[config.mk]
export PLATFORM = sky130hd
export DESIGN_NAME = tabq_merge
export DESIGN_NICKNAME = d
export VERILOG_FILES = /design/src/rtl/core/tabq_merge.sv
export SDC_FILE = /design/constraint.sdc
export NUM_CORES = 1
export LEC_CHECK = 0
export BUFFER_PORTS_ARGS = -buffer_cell sky130_fd_sc_hd__buf_2
export CORE_UTILIZATION = 46
export DETAILED_ROUTE_END_ITERATION = 16
export PLACE_DENSITY = 0.74
export REMOVE_ABC_BUFFERS = 1
export SETUP_SLACK_MARGIN = 0.02
export SLEW_MARGIN = 15
export SYNTH_ARGS = -nofsm -noshare
export SYNTH_HDL_FRONTEND = slang
export SYNTH_SLANG_ARGS = --single-unit
[constraint.sdc]
create_clock -name i_clk -period 3.5 [get_ports i_clk]
set_input_delay 0.875 -clock i_clk [delete_from_list [all_inputs] [get_ports i_clk]]
set_output_delay 0.875 -clock i_clk [all_outputs]
set_load 0.01 [all_outputs]
[src/rtl/core/tabq_merge.sv]
// Merging stage: gathers the lane results of one transaction into a two-entry buffer.
// Decouples the output handshake so a new transaction can enter while one waits.
// Depends on nothing but its data-width parameter.
module tabq_merge #(
    parameter int DATA_WIDTH = 48
) (
    input  logic                  i_clk,
    input  logic                  i_rst_n,
    input  logic                  i_push,
    input  logic [DATA_WIDTH-1:0] i_data,
    input  logic                  i_stall,
    output logic                  o_full,
    output logic                  o_valid,
    output logic [DATA_WIDTH-1:0] o_data
);

    logic [DATA_WIDTH-1:0] r_mem [2];
    logic                  r_wp, r_rp;
    logic [1:0]            r_cnt;
    logic                  w_pop;

    assign o_valid = (r_cnt != 2'd0);
    assign o_full  = (r_cnt == 2'd2);
    assign w_pop   = o_valid && !i_stall;
    assign o_data  = r_mem[r_rp];

    always_ff @(posedge i_clk) begin
        if (i_push) begin
            r_mem[r_wp] <= i_data;
        end
    end

    always_ff @(posedge i_clk) begin
        if (!i_rst_n) begin
            r_wp  <= 1'b0;
            r_rp  <= 1'b0;
            r_cnt <= 2'd0;
        end else begin
            if (i_push) begin
                r_wp <= ~r_wp;
            end
            if (w_pop) begin
                r_rp <= ~r_rp;
            end
            if (i_push && !w_pop) begin
                r_cnt <= r_cnt + 2'd1;
            end else if (!i_push && w_pop) begin
                r_cnt <= r_cnt - 2'd1;
            end
        end
    end

endmodule

== Word-level counts from Yosys, hierarchy flattened ==
Memories as Yosys holds them, arrays and structs flattened. A register that Yosys moved wholly into a read port is not among the register bits.
Index checks and enable logic that the tools add are counted.
Word-level totals
  memory bits (writable): 96
  output and inout port bits: 50
  bits in read-only memories: 0
  bits in latches: 0
  register bits after elaboration: 4
  memories: 1
Operators by class
  reductions and logical operators: 8
  divide/modulo/power cells: 0
  multiply operators: 0
  shifts and indexed selects: 0
  bitwise operators: 2
  magnitude comparators: 0
  muxes and demuxes: 6
  equality and inequality tests: 1
  add/sub/neg operators: 2
Memories
  r_mem: words 2, width 48, rd ports 1, clocked after Yosys merged registers in 1, wr ports 1, line 17  | logic [DATA_WIDTH-1:0] r_mem [2];
Operators with widths (count)
  $mux 1: 4
  $mux 2: 2
  $reduce_bool 2->1: 2
  $logic_and 1x1->1: 3
  $logic_not 1->1: 3
  $add 2x1->2 const B: 1
  $eq 2x2->1 const B: 1
  $not 1->1: 2
  $sub 2x1->2 const B: 1

== Depth between registers and ports, before layout ==
Gate-level depths: netlist of run 1.
  depth after elaboration: 5
  gate-level depth with buffers: 5

== Worst setup path before layout of run 1 ==
Ideal clock, no wire load.
  path type: input to register
  from: input port i_push
  to: memory r_mem[0][0], enable pin
  stages: 1
  arrival time: 3.037 ns
  setup time: 0.460 ns
  setup slack: 0.003 ns
  path through: nor2b_1
On the way
  word-level cells in the longest chain between the ends: 2
Ends and longest elaborated chain
  from (decl): line 9  | input logic i_push,
  $mux 1: line 28  | if (i_push) begin
  $mux 1 (not written as such): line 29  | r_mem[r_wp] <= i_data;
  to (decl): line 17
Every way passes these cells.

==> impl_results.md, run 1 <==
* Pwr per Cell Area at 641 mW/mm²
* Layout Cells excl Fill at 388
* DR iter-0 viols at 45
* Clock latency on the worst-skew pair at 0.35 ns
* Overall Global Routing Usage at 14.6%
* Reg-to-reg slack, setup at 1.93 ns
* Clock Skews at 0.00536 ns
* Clock share of power at 27.1%
* Min Tclk post-route at 2.78 ns
* Pre-CTS WS at 1.08 ns
* Max-cap violations at 0
* Largest net degree at the start of global routing at 39
* Final ANT Viol Nets at 0
* Setup Fix Bufs, Post-CTS at 0
* Root buffer cell: clkbuf_8
* Initial Utilization at 47.7%
* Net Sw Frac at 25.8%
* Startpoint types: register
* Top cell type's share of synthesized area at 78.2%
* Final core utilization at 59.0%
* Clock tree from TritonCTS: done
* Comb pwr share at 23.1%
* Outcome: completed
* WP data required at 2.62 ns
* TritonCTS buffer count at 9
* Crit end category: output port
* Synthesized instance count at 171
* Core Area at 0.00773 mm²
* Clock sink count at 101
* Post-synth cell types at 18
* Layout cell share with drive strength beyond 1 at 60.5%
* Post-synth EDFFs at 96
* Synth warn at 0
* Final count of negative-setup-slack endpoints at 0
* CTS Hold Buffers Added at 0
* Port-buffer cells at 101
* Via count at 1,878
* Final setup margin at 0.724 ns
* Grt ovf at 0
* Yosys top cell by area: edfxtp_1
* Commonest cells after routing, fill and taps aside: buf_2, edfxtp_1, mux2_2
* N_diodes at 0
* Maximum clock frequency at 0.360 GHz
* H-tree depth at 3
* Final Max Tran Viols at 0
* Sequential power share at 49.8%
* Leak pwr at 1.71 nW
* Die span in y at 91.5 µm
* # rows at 32
* Mapped cell area at 0.00369 mm²
* Routed WL at 5900 µm
* Max_slew headroom at 50.6%
* Synthesized flop and latch total at 101
* Avg Inst Size Synth at 21.6 µm²
* Drt pass-1 iters at 4
* Vias in the first global route at 1,900
* Total die area at 0.00838 mm²
* Register area share after synthesis at 80.9%
* Global-route wire length before repair at 8890 µm
* Routability cong. at 0.664
* WL/cell at 15.2 µm
* P&R area growth vs syn at 23.7%
* Initial antenna violation count at 0
* Unrepaired setup endpoints after global routing: no
* I/O pin count at 102
* Setup TNS at 0 ns
* Cell-internal power at 2.17 mW
* Clk slew on worst S/H paths at 0.09 ns
* Main synth FF type: edfxtp_1
* Worst min-delay path class: reg2reg
* Placed Cells at 372
* Worst vdd ir at 0.401 mV
* Switching pwr at 0.754 mW
* Final hold violations at 0
* Ranking of synthesized cells by area: edfxtp_1, mux2_2, dfxtp_1
* Clock Tree Buf Depth at 2
* Tightest Pin Transition at 0.739 ns
* Fin crit share at 79.3%
* Commonest non-fill, non-tap cell in the layout: buf_2
* Post-CTS sizing at 0
* Max FO, Critical Path at 38
* Post-layout power at 2.93 mW
* Residual DRC count at 0
* Synth async-reset ratio at 0%
* Critical path class: reg2out
* Critical Path AT at 1.90 ns
* HPWL Detailed at 3790 µm
* Nets at 334
* Vias per cell at 4.84
* Die W at 91.5 µm
power by group through the flow:
stage / Sequential (mW) / Combinational, mW / Clock, mW
floorplan: 1.52 / 0.393 / 0
global placement: 1.48 / 0.679 / 0
detailed placement: 1.49 / 0.684 / 0
CTS: 1.46 / 0.687 / 0.810
global route: 1.47 / 0.727 / 0.855
finish: 1.46 / 0.675 / 0.794
worst max-delay path, cell delays in order (launching register included):
cell,delay [ns]
dfxtp_2,0.48
buf_4,0.50
mux2_2,0.40
buf_2,0.14
flip-flops by register name (all words and copies together), names as in the netlist, named ones only:
register / flops
r_wp: 1
r_rp: 1
r_cnt: 2
r_mem: 96
cell usage after synthesis, types with 2 or more instances:
library cell  number
edfxtp_1          96
xnor2_1            2
mux2_2            48
buf_2              2
and2_1             4
buf_6              2
nor2b_1            2
dfxtp_1            5
kinds of logic after synthesis:
kind of cell / after synthesis / synth area share [%]
compound gates: 4 / 0.746
xor+xnor: 3 / 0.712
fa+ha+maj: 1 / 0.339
buf+inv: 5 / 1.09
flops: 101 / 80.9
mux: 48 / 14.7
simple gates: 9 / 1.59
per-stage QoR:
stage               cell area, µm²  hold slack [ns]
finish                        4560            0.542
global route                  4560            0.576
CTS                           4560            0.537
detailed placement            4340            0.521
global placement              4340            0.507
floorplan                     3650            0.474
final cells by class:
class,instances,area [µm²]
fill,614,3170
sequential,101,2980
multi-input combinational,65,674
clock buffer,9,124
tap,102,128
timing repair buffer,104,553
clock inverter,7,98.8
routing by layer:
| layer | vias to the layer above | share of wire, % | track usage, % |
|---|---|---|---|
| met3 | 2 | 7.6 | 6.20 |
| met2 | 66 | 50 | 24.2 |
| met1 | 924 | 42 | 16.8 |
| met5 | - | 0 | 0 |
| met4 | 0 | 0.46 | 5.16 |
| li1 | 886 | - | - |
worst paths after layout:
path / end / start / depth (start not counted)
min reg2reg: r_cnt[1]$_SDFFE_PN0P_ / r_cnt[1]$_SDFFE_PN0P_ / 2
max: o_data[47] / register / 3
min: r_cnt[1]$_SDFFE_PN0P_ / r_cnt[1]$_SDFFE_PN0P_ / 2
max reg2reg: r_mem[1][23]$_DFFE_PP_ / r_wp$_SDFFE_PN0P_ / 2
Note: power is estimated with default switching activity, not from simulation.
==> run 2: changes to the inputs <==
--- a/config.mk
+++ b/config.mk
@@ -6,9 +6,9 @@
 export NUM_CORES = 1
 export LEC_CHECK = 0
 export BUFFER_PORTS_ARGS = -buffer_cell sky130_fd_sc_hd__buf_2
-export CORE_UTILIZATION = 46
+export CORE_UTILIZATION = 51
 export DETAILED_ROUTE_END_ITERATION = 16
-export PLACE_DENSITY = 0.74
+export PLACE_DENSITY = 0.78
 export REMOVE_ABC_BUFFERS = 1
 export SETUP_SLACK_MARGIN = 0.02
 export SLEW_MARGIN = 15
==> constraint.sdc (replaced) <==
create_clock -name i_clk -period 2.6 [get_ports i_clk]
set_input_delay 0.65 -clock i_clk [delete_from_list [all_inputs] [get_ports i_clk]]
set_output_delay 0.65 -clock i_clk [all_outputs]
set_load 0.01 [all_outputs]
==> run 2 against run 1 <==
Effect of this change: non-clock buffer count is 3 higher; cell area is 1.5% lower; setup slack worse by 0.34 ns; count of clock-buffer cells in the layout is 2 higher; flip-flop and latch count stayed put; critical endpoint is now o_data[8]; highest routed layer unchanged.
==> impl_results.md, run 2 (synthesized netlist as in run 1, its figures left out) <==
* Outcome: completed
* I/O pin count at 102
* Overall Global Routing Usage at 16.6%
* Worst min-delay path class: in2reg
* Final hold violations at 0
* Final Max Tran Viols at 0
* Vias per cell at 4.94
* Pre-CTS WS at 0.724 ns
* Commonest non-fill, non-tap cell in the layout: buf_2
* Fill cell total of the finished layout at 541
* Unrepaired setup endpoints after global routing: no
* Max FO, Critical Path at 29
* Post-layout power at 3.73 mW
* Routed WL at 6010 µm
* Final setup margin at 0.384 ns
* Initial antenna violation count at 0
* Setup TNS at 0 ns
* Tightest Pin Transition at 0.435 ns
* Port-buffer cells at 101
* RR Startpoint: r_cnt[0]$_SDFFE_PN0P_
* Clock tree from TritonCTS: done
* Largest Register: r_mem
* Worst vdd ir at 0.481 mV
* Worst R2R End: r_cnt[1]$_SDFFE_PN0P_
* Root buffer cell: clkbuf_8
* # rows at 30
* WP data required at 1.95 ns
* Crit end category: output port
* Grt ovf at 0
* Max_slew headroom at 71.0%
* Final count of negative-setup-slack endpoints at 0
* Clk slew on worst S/H paths at 0.09 ns
* Setup Fix Bufs, Post-CTS at 0
* Pwr per Cell Area at 831 mW/mm²
* DR iter-0 viols at 85
* Commonest cells after routing, fill and taps aside: buf_2, edfxtp_1, mux2_2
* N_diodes at 0
* Largest registers: r_mem x96, r_cnt x2
* Switching pwr at 1.00 mW
* Critical Path AT at 1.57 ns
* Placed Cells at 369
* WHS Endpoint: r_mem[1][13]$_DFFE_PP_
* HPWL Detailed at 3950 µm
* Sequential power share at 52.0%
* Clock latency on the worst-skew pair at 0.35 ns
* P&R area growth vs syn at 21.9%
* Net Sw Frac at 26.8%
* Largest net degree at the start of global routing at 33
* Comb pwr share at 25.3%
* Min-Delay Path Depth at 1
* Routability cong. at 0.665
* Startpoint types: register
* Reg-to-reg slack, setup at 1.10 ns
* Worst r2r path cells at 4
* Drt pass-1 iters at 4
* Clock sink count at 101
* Via count at 1,903
* Leak pwr at 1.69 nW
* Final core utilization at 65.1%
* Nets at 337
* Critical path class: reg2out
* Layout Cells excl Fill at 385
* Max-cap violations at 0
* WL/cell at 15.6 µm
* CTS Hold Buffers Added at 0
* Layout cell share with drive strength beyond 1 at 60.2%
* H-tree depth at 3
* HP Start: i_data[13]
* Final ANT Viol Nets at 0
* Max reg flops at 96
* TritonCTS buffer count at 9
* Vias in the first global route at 1,894
* Die span in y at 87.0 µm
* Core Area at 0.00691 mm²
* Initial Utilization at 53.4%
* Cell-internal power at 2.73 mW
* Global-route wire length before repair at 8980 µm
* Clock Skews at 0.00980 ns
* Clock Tree Buf Depth at 2
* Residual DRC count at 0
* Post-CTS sizing at 0
* Die W at 87.0 µm
* Total die area at 0.00758 mm²
* Fin crit share at 85.2%
* Min Tclk post-route at 2.22 ns
* Maximum clock frequency at 0.451 GHz
* Clock share of power at 22.8%
## run 2: changes by cell type in the layout (fill, tap and decap cells not counted), sizes merged
cell / before / now
buf: 104 / 107
bufinv: 2 / 0
clkbuf: 9 / 11
## run 2: final cells by class
cell class	count	area, µm²	share of cell area [%]
Tap cell	96	120	2.67
Sequential cell	101	2980	66.4
Clock inverter	5	35.0	0.779
Clock buffer	11	131	2.92
Multi-Input combinational cell	65	674	15.0
Timing Repair Buffer	107	551	12.2
## run 2: through the flow
stage	area, µm²	hold slack [ns]
2_1_floorplan	3650	0.474
3_3_place_gp	4330	0.496
3_5_place_dp	4330	0.532
4_1_cts	4500	0.458
5_1_grt	4500	0.451
6_report	4500	0.479
## run 2: worst max-delay path by stage
stage / cells past startpoint / slack, ns / end / from
4_1_cts: 3 / 0.37 / o_data[19] / register
6_report: 3 / 0.38 / o_data[8] / register
3_3_place_gp: 3 / 0.74 / o_data[10] / register
2_1_floorplan: 1 / -0.67 / r_mem[0][0]$_DFFE_PP_ / i_push
3_5_place_dp: 5 / 0.72 / r_cnt[1]$_SDFFE_PN0P_ / i_stall
5_1_grt: 3 / 0.30 / o_data[46] / register
## run 2: per-layer routing
| metal | part of all wire (%) | wire length, µm | track usage [%] |
|---|---|---|---|
| met2 | 51 | 3040 | 28.3 |
| met3 | 6.4 | 382 | 5.02 |
| met5 | 0 | 0 | 0 |
| met4 | 2.2 | 133 | 9.09 |
| met1 | 41 | 2460 | 18.8 |
## run 2: power groups by stage
stage / clock, mW / sequential (mW) / combinational [mW]
final: 0.850 / 1.94 / 0.943
after global routing: 0.937 / 1.95 / 1.03
after CTS: 0.878 / 1.94 / 0.957
after detailed placement: 0 / 1.98 / 0.951
after global placement: 0 / 1.97 / 0.940
after floorplan: 0 / 2.05 / 0.529
## run 2: critical path, stage by stage (launching register included)
cell and delay, ns:
dfxtp_2 0.33, buf_4 0.34, mux2_2 0.40, buf_2 0.14
==> run 3: changes to the inputs <==
--- a/config.mk
+++ b/config.mk
@@ -5,10 +5,11 @@
 export SDC_FILE = /design/constraint.sdc
 export NUM_CORES = 1
 export LEC_CHECK = 0
+export ABC_AREA = 1
 export BUFFER_PORTS_ARGS = -buffer_cell sky130_fd_sc_hd__buf_2
-export CORE_UTILIZATION = 51
+export CORE_UTILIZATION = 52
 export DETAILED_ROUTE_END_ITERATION = 16
-export PLACE_DENSITY = 0.78
+export PLACE_DENSITY = 0.79
 export REMOVE_ABC_BUFFERS = 1
 export SETUP_SLACK_MARGIN = 0.02
 export SLEW_MARGIN = 15
==> run 3 against run 2 <==
Effect of this change: flip-flop and latch count unchanged; hold slack better by 0.0091 ns; fmax down 5.6%; synthesized area up 2.3%; die area up 0.36%; final cell count up 3.1%; clock skew down 0.0056 ns; clock power up 11%; setup slack worse by 0.13 ns; register-to-register slack about the same; count of clock-buffer cells in the layout unchanged; highest routed layer unchanged.
==> impl_results.md, run 3 <==
* Outcome: completed
* Synth warn at 0
* Root buffer cell: clkbuf_8
* Worst r2r path cells at 9
* Startpoint types: register
* Synthesized flop and latch total at 101
* Largest net degree at the start of global routing at 49
* Final Max Tran Viols at 0
* Pre-CTS WS at 0.597 ns
* RR Startpoint: r_cnt[0]$_SDFFE_PN0P_
* Setup Fix Bufs, Post-CTS at 0
* Initial Utilization at 54.7%
* Worst min-delay path class: in2reg
* Worst R2R End: r_cnt[1]$_SDFFE_PN0P_
* Routability cong. at 0.727
* CTS Hold Buffers Added at 0
* # rows at 30
* WHS at 0.488 ns
* Yosys top cell by area: edfxtp_1
* Placed inst area at 0.00445 mm²
* Max reg flops at 96
* Die W at 87.2 µm
* Multi-input logic area at 726 µm²
* I/O pin count at 102
* Drt pass-1 iters at 4
* Mapped cell area at 0.00377 mm²
* Vias in the first global route at 1,829
* Via count at 1,911
* Layout Cells excl Fill at 397
* Clock sink count at 101
* Synth async-reset ratio at 0%
* Setup TNS at 0 ns
* Fin crit share at 90.3%
* Clock tree from TritonCTS: done
* Fill cell total of the finished layout at 516
* Worst vdd ir at 0.365 mV
* Commonest cells after routing, fill and taps aside: buf_2, edfxtp_1, mux2_2
* Die span in y at 87.2 µm
* N_diodes at 0
* WP data required at 1.95 ns
* Layout cell share with drive strength beyond 1 at 56.5%
* Placed Cells at 381
* Tightest Pin Transition at 0.497 ns
* Max_slew headroom at 66.8%
* H-tree depth at 3
* Non-Filler Cell Area, Final at 0.00464 mm²
* P&R area growth vs syn at 22.8%
* Port-buffer cells at 101
* Post-synth cell types at 14
* Clock latency on the worst-skew pair at 0.34 ns
* Unrepaired setup endpoints after global routing: no
* Grt ovf at 0
* Avg Inst Size Synth at 20.4 µm²
* Final ANT Viol Nets at 0
* Total die area at 0.00760 mm²
* Min-Delay Path Depth at 1
* Core Area at 0.00691 mm²
* Final hold violations at 0
* Final count of negative-setup-slack endpoints at 0
* WHS Endpoint: r_mem[0][22]$_DFFE_PP_
* Ranking of synthesized cells by area: edfxtp_1, mux2_2, mux2_4
* Max FO, Critical Path at 20
* Largest Register: r_mem
* Vias per cell at 4.81
* Overall Global Routing Usage at 15.2%
* Max-cap violations at 0
* TritonCTS buffer count at 9
* DR iter-0 viols at 65
* Most common cell in the synthesized netlist: edfxtp_1
* Clock Tree Buf Depth at 2
* Final setup margin at 0.252 ns
* Crit end category: output port
* HPWL Detailed at 3760 µm
* Commonest non-fill, non-tap cell in the layout: buf_2
* Post-synth top cells: edfxtp_1, mux2_2, mux2_4
* Post-CTS sizing at 0
* Synthesized instance count at 185
* Residual DRC count at 0
* Main synth FF type: edfxtp_1
* Post-synth EDFFs at 96
* Initial antenna violation count at 0
* Leak pwr at 1.81 nW
* Critical Path AT at 1.70 ns
* Pwr per Cell Area at 727 mW/mm²
* Flip-flop and latch area at 0.00298 mm²
* Top cell type's share of synthesized area at 76.4%
* Global-route wire length before repair at 8340 µm
* Largest registers: r_mem x96, r_cnt x2
* Critical path class: reg2out
* Routed WL at 5620 µm
* WL/cell at 14.1 µm
* Clk slew on worst S/H paths at 0.09 ns
* Register area share after synthesis at 79.0%
* HP Start: i_data[22]
* Reg-to-reg slack, setup at 1.09 ns
* Nets at 349
* Maximum clock frequency at 0.426 GHz
* Clock Skews at 0.00420 ns
* Min Tclk post-route at 2.35 ns
-- run 3: layer usage --
| layer | GRT usage (%) | up-vias | routed length [µm] |
|---|---|---|---|
| li1 | - | 926 | - |
| met1 | 18.9 | 907 | 2530 |
| met2 | 24.0 | 69 | 2620 |
| met3 | 5.31 | 9 | 378 |
| met4 | 7.60 | 0 | 93 |
| met5 | 0 | - | 0 |
-- run 3: worst max-delay path by stage --
stage | end | cells after the start
detailed placement | o_data[7] | 3
finish | o_data[7] | 3
floorplan | r_mem[0][0]$_DFFE_PP_ | 2
global placement | o_data[7] | 3
global route | o_data[7] | 3
CTS | o_data[7] | 3
-- run 3: metrics by stage --
step,utilization (%),power (mW)
final,67.1,3.37
after CTS,67.1,3.40
after global routing,67.1,3.51
after detailed placement,64.4,2.47
after floorplan,-,2.26
after global placement,64.4,2.46
-- run 3: where the power goes --
part           internal [mW]  switching [mW]  leakage (nW)
clock                  0.450           0.496        0.0939
sequential              1.88          0.0392         0.943
combinational          0.264           0.239         0.773
-- run 3: kinds of logic after synthesis --
family	count (synthesis)	share of synthesized area, %
buffers and inverters	13	1.96
multiplexers	48	16.3
flip-flops	101	79.0
AND/OR/NAND/NOR	19	1.99
adder cells (fa/ha/maj)	1	0.331
AO/OA/AOI/OAI	3	0.398
-- run 3: cell type report --
class                           instances  share of cell area [%]
Sequential cell                       101                    64.4
Multi-Input combinational cell         71                    15.7
Timing Repair Buffer                  105                    12.6
Clock buffer                           11                    2.83
Tap cell                               96                    2.59
Clock inverter                          5                    1.30
Inverter                                8                   0.648
-- run 3: worst max-delay path: stages (launching register included) --
cell	delay, ns
dfxtp_2	0.61
buf_12	0.25
mux2_2	0.35
buf_2	0.14
